## config.mk

```make
export PLATFORM = sky130hd
export DESIGN_NAME = mss_cell
export DESIGN_NICKNAME = d
export VERILOG_FILES = /design/src/hw/rtl/mss_pkg.sv /design/src/hw/rtl/mss_cell.sv
export SDC_FILE = /design/constraint.sdc
export NUM_CORES = 1
export LEC_CHECK = 0
export BUFFER_PORTS_ARGS = -buffer_cell sky130_fd_sc_hd__buf_2
export CAP_MARGIN = 20
export CELL_PAD_IN_SITES_DETAIL_PLACEMENT = 1
export CELL_PAD_IN_SITES_GLOBAL_PLACEMENT = 1
export CORE_MARGIN = 4
export CORE_UTILIZATION = 29
export CTS_CLUSTER_DIAMETER = 200
export DETAILED_ROUTE_END_ITERATION = 16
export PLACE_DENSITY_LB_ADDON = 0.1
export SETUP_SLACK_MARGIN = 0.02
export SKIP_LAST_GASP = 1
export SYNTH_ARGS = -nofsm -noshare
export SYNTH_HDL_FRONTEND = slang
export SYNTH_SLANG_ARGS = --single-unit
```

## constraint.sdc

```tcl
create_clock -name i_clk -period 4 [get_ports i_clk]
set_input_delay 0 -clock i_clk [delete_from_list [all_inputs] [get_ports i_clk]]
set_output_delay 0 -clock i_clk [all_outputs]
set_load 0.005 [all_outputs]
```

## src/hw/rtl/mss_pkg.sv

```systemverilog
`timescale 1ns / 1ps
`default_nettype none
// ----------------------------------------------------------------------------
// mss_pkg: shared types for the merge sorter
// Data type, the link passed between neighboring cells, the cell control
// bundle and the controller states.
// ----------------------------------------------------------------------------
package mss_pkg;

    localparam int DATA_W = 32;

    typedef logic signed [DATA_W-1:0] t_data;

    // what one cell shows its neighbors
    typedef struct packed {
        logic  valid;
        logic  gt;      // empty, or holds a key strictly above the new one
        t_data data;
    } t_link;

    // broadcast from the controller to every cell
    typedef struct packed {
        logic  insert;
        logic  shift;
        t_data data;
    } t_cell_ctrl;

    typedef enum logic {
        ST_LOAD,
        ST_EMIT
    } t_state;

endpackage : mss_pkg
`default_nettype wire

```

## src/hw/rtl/mss_cell.sv

```systemverilog
`timescale 1ns / 1ps
`default_nettype none
// ----------------------------------------------------------------------------
// mss_cell: one slot of the sorted chain
// Insert: the first slot above the new key takes it, slots past it take
// their left neighbor. Shift: every slot takes its right neighbor.
// ----------------------------------------------------------------------------
module mss_cell (
    input  wire                  i_clk,
    input  wire                  i_rst_n,
    input  wire mss_pkg::t_cell_ctrl i_ctrl,
    input  wire mss_pkg::t_link      i_left,
    input  wire mss_pkg::t_link      i_right,
    output mss_pkg::t_link       o_link
);
    import mss_pkg::*;

    logic  r_valid;
    t_data r_data;
    logic  n_valid;
    t_data n_data;
    logic  w_gt;

    // ties keep the older key first: only a strictly greater key is passed
    assign w_gt = !r_valid || ($signed(r_data) > $signed(i_ctrl.data));

    always_comb begin
        n_valid = r_valid;
        n_data  = r_data;
        if (i_ctrl.shift) begin
            n_valid = i_right.valid;
            n_data  = i_right.data;
        end else if (i_ctrl.insert && w_gt) begin
            if (i_left.gt) begin
                n_valid = i_left.valid;
                n_data  = i_left.data;
            end else begin
                n_valid = 1'b1;
                n_data  = i_ctrl.data;
            end
        end
    end

    always_ff @(posedge i_clk) begin
        if (!i_rst_n) begin
            r_valid <= 1'b0;
        end else begin
            r_valid <= n_valid;
        end
    end

    always_ff @(posedge i_clk) begin
        r_data <= n_data;
    end

    assign o_link.valid = r_valid;
    assign o_link.gt    = w_gt;
    assign o_link.data  = r_data;

endmodule : mss_cell
`default_nettype wire

```

==> flow_metrics.env <==
export IMPL_status="complete, no violations"
export IMPL_grt_pass1_wl_um=12400
export IMPL_worst_pin_slew_ns=0.603
export IMPL_antenna_found_initial=0
export IMPL_dr_pass1_iters=4
export IMPL_cts_clk_slew_worst_paths_ns=0.08
export IMPL_timing_rr_start="r_data[5]"
export IMPL_maxSlewViolCount=0
export IMPL_clock_sinks=33
export IMPL_vias=2489
export IMPL_synth_warning_count=0
export IMPL_die_x_um=101
export IMPL_num_antenna_cells=0
export IMPL_reg2reg_depth=8
export IMPL_fillers=1033
export IMPL_setup_viol=0
export IMPL_cap_violations=0
export IMPL_overflow=0
export IMPL_max_stage_delay_ns=0.40
export IMPL_crit_path_start_kind="register"
export IMPL_rrSetupSlack_ns=1.35
export IMPL_drt_iter0_drc=51
export IMPL_hold_start="i_right[22]"
export IMPL_clock_skew_ns=0.00838
export IMPL_numCtsBuffers=5
export IMPL_power_leakage_nw=1.88
export IMPL_die_h_um=101
export IMPL_detail_route_antenna_nets=0
export IMPL_utilization_pct=43.3
export IMPL_worstHoldEndpoint="r_data[22]"
export IMPL_cts_root_buffer="clkbuf_8"
export IMPL_io_pins=138
export IMPL_numPortBuffers=136
export IMPL_p_total_mw=1.10
export IMPL_core_mm2=0.00834
export IMPL_cts_resized_gates=0
export IMPL_slowest_stage="edfxtp_1"
export IMPL_drc=0
export IMPL_cp_arrival_ns=2.64
export IMPL_fin_crit_ns=2.65
export IMPL_start_util_pct=30.3
export IMPL_clock_path_buffers=2
export IMPL_post_cts_buffers=0
export IMPL_timing_fmax_ghz=0.378
export IMPL_first_global_vias=2630
export IMPL_rsz0062_at_grt="no"
export IMPL_grt_usage_pct=15.3
export IMPL_place_ws_ns=1.35
export IMPL_nets=555
export IMPL_reg2reg_to="r_data[26]"
export IMPL_slew_headroom_pct=59.8
export IMPL_grt_max_degree=69
export IMPL_synth_seq_area_share_pct=38.9
export IMPL_layout_drive_gt1_share_pct=35.7
export IMPL_cts_tree="yes"
export IMPL_cp_max_fo=32
export IMPL_via_per_inst=4.74
export IMPL_rows=33
export IMPL_fin_crit_sh_pct=66.2
export IMPL_cp_end_kind="register"
export IMPL_hold_buffers=18
export IMPL_synth_cells=268
export IMPL_path_cells="ha_1 -> a21oi_1 -> o21ai_1 -> a221o_1 -> o31a_1 -> a211oi_2 -> o21ai_4 -> buf_4"
export IMPL_ir_drop_v=0.000107
export IMPL_routed_wl_um=7840
export IMPL_ys_ff_latch=33
export IMPL_cellPowerDensity_mw_per_mm2=305
export IMPL_place_congestion=0.738
export IMPL_fin_tns_setup_ns=0
export IMPL_htreeDepth=2
export IMPL_synth_top_area_cell="edfxtp_1"
export IMPL_insertion_delay_ns=0.28
export IMPL_synth_top_cell_area_share_pct=38.1
export IMPL_final_hold_viol_count=0
export IMPL_syn_to_final_growth_pct=43.1
export IMPL_ys_types=30
export IMPL_synthesis_area_mm2=0.00252
export IMPL_synth_area_top_cells="edfxtp_1 (38%), ha_1 (16%), mux2i_1 (13%)"
export IMPL_synth_fp_nets=404
export IMPL_holdCritPathClass="in2reg"
export IMPL_wire_per_inst_um=14.9
export IMPL_die_area_mm2=0.0103
export IMPL_hpwl_um=6100
export IMPL_postSynthAreaPerCell_um2=9.42
export IMPL_fin_ws_ns=1.35
export IMPL_crit_type="reg2reg"
export IMPL_worst_ep_required_time_ns=3.99
export IMPL_hold_path_cell_count=3
==> cell type report <==
cell class / count / area, um2 / share of cell area [%]
Multi-Input combinational cell: 185 / 1360 / 37.5
Clock buffer: 5 / 68.8 / 1.90
Clock inverter: 3 / 41.3 / 1.14
Tap cell: 105 / 131 / 3.64
Inverter: 37 / 139 / 3.84
Timing Repair Buffer: 157 / 896 / 24.8
Sequential cell: 33 / 981 / 27.1
==> critical path: cells and delay by family (launching register included) <==
kind / cells / cell delay [ns]
AOI/OAI and AO/OA: 6 / 1.35
DFF: 1 / 0.40
adders and majority gates: 1 / 0.31
buffers and inverters: 1 / 0.29
==> Yosys cell counts <==
cell type	count
mux2i_1	32
ha_1	32
clkbuf_1	8
nand4_1	5
o311a_1	1
edfxtp_1	32
o211ai_1	1
o221a_2	1
a21oi_1	13
dfxtp_1	1
o21ai_1	1
buf_4	2
o21ai_0	37
a21oi_2	1
and4_1	3
o21a_1	1
nand3_1	4
buf_2	3
a211oi_2	1
a2111oi_0	1
o31a_1	1
a21o_1	2
nor2b_1	1
nor3_1	2
o32ai_1	1
nor2_1	2
a221oi_1	1
inv_1	37
a221o_1	1
nand2_1	40
==> placed cells by master (no fill, tap or decap), drive strengths merged <==
| master | Yosys | final |
|---|---|---|
| bufinv | 0 | 1 |
| a221o | 1 | 1 |
| nand2 | 40 | 40 |
| inv | 37 | 37 |
| o21a | 1 | 1 |
| clkinvlp | 0 | 1 |
| o32ai | 1 | 1 |
| a21o | 2 | 2 |
| edfxtp | 32 | 32 |
| dfxtp | 1 | 1 |
| nor2b | 1 | 1 |
| o221a | 1 | 1 |
| dlygate4sd3 | 0 | 18 |
| o31a | 1 | 1 |
| nand4 | 5 | 5 |
| a221oi | 1 | 1 |
| a21oi | 14 | 14 |
| clkbuf | 8 | 5 |
| o21ai | 38 | 38 |
| buf | 5 | 139 |
| and4 | 3 | 3 |
| o211ai | 1 | 1 |
| mux2i | 32 | 32 |
| a211oi | 1 | 1 |
| nand3 | 4 | 4 |
| clkinv | 0 | 1 |
| o311a | 1 | 1 |
| nor2 | 2 | 2 |
| ha | 32 | 32 |
| a2111oi | 1 | 1 |
| nor3 | 2 | 2 |
==> worst max path at each step <==
| stage | start | endpoint | slack [ns] | depth (start not counted) |
|---|---|---|---|---|
| after floorplan | r_data[14] | r_data[0] | 0.64 | 6 |
| after global placement | r_data[14] | r_data[12] | 1.39 | 8 |
| after detailed placement | r_data[5] | r_data[11] | 1.35 | 8 |
| after CTS | r_data[5] | r_data[25] | 1.33 | 8 |
| after global routing | r_data[5] | r_data[0] | 1.23 | 8 |
| final | r_data[5] | r_data[26] | 1.35 | 8 |
==> report_power, final <==
| part | leakage [nW] | switching [mW] | internal [mW] |
|---|---|---|---|
| Combinational | 1.49 | 0.167 | 0.162 |
| Clock | 0.0518 | 0.132 | 0.184 |
| Sequential | 0.341 | 0.0228 | 0.436 |
| Total | 1.88 | 0.322 | 0.781 |
==> cell families (layout without fill, tap and decap cells) <==
family	Yosys count	after routing	share of synthesized area (%)
buf+inv	50	202	7.88
mux	32	32	12.7
simple gates	57	57	9.96
compound gates	64	64	14.8
flops	33	33	38.9
fa+ha+maj	32	32	15.9
==> state kept, by name, summed over array words and instances (netlist names) <==
name / count
r_data: 32
r_valid: 1
==> per-layer routing <==
| metal | routed length [um] | up-vias | global-route usage (%) |
|---|---|---|---|
| li1 | - | 1254 | - |
| met1 | 3160 | 1158 | 17.8 |
| met2 | 4070 | 75 | 28.1 |
| met3 | 567 | 2 | 3.72 |
| met4 | 42 | 0 | 3.99 |
| met5 | 0 | - | 0 |
==> per-stage QoR <==
stage	instance area, um2	hold slack [ns]	instances
after floorplan	2520	0.131	268
after global placement	3300	0.247	498
after detailed placement	3300	0.253	498
after CTS	3590	0.000182	524
after global routing	3610	0.0163	525
final	3610	0.00874	525
Note: power is estimated with default switching activity, not from simulation.
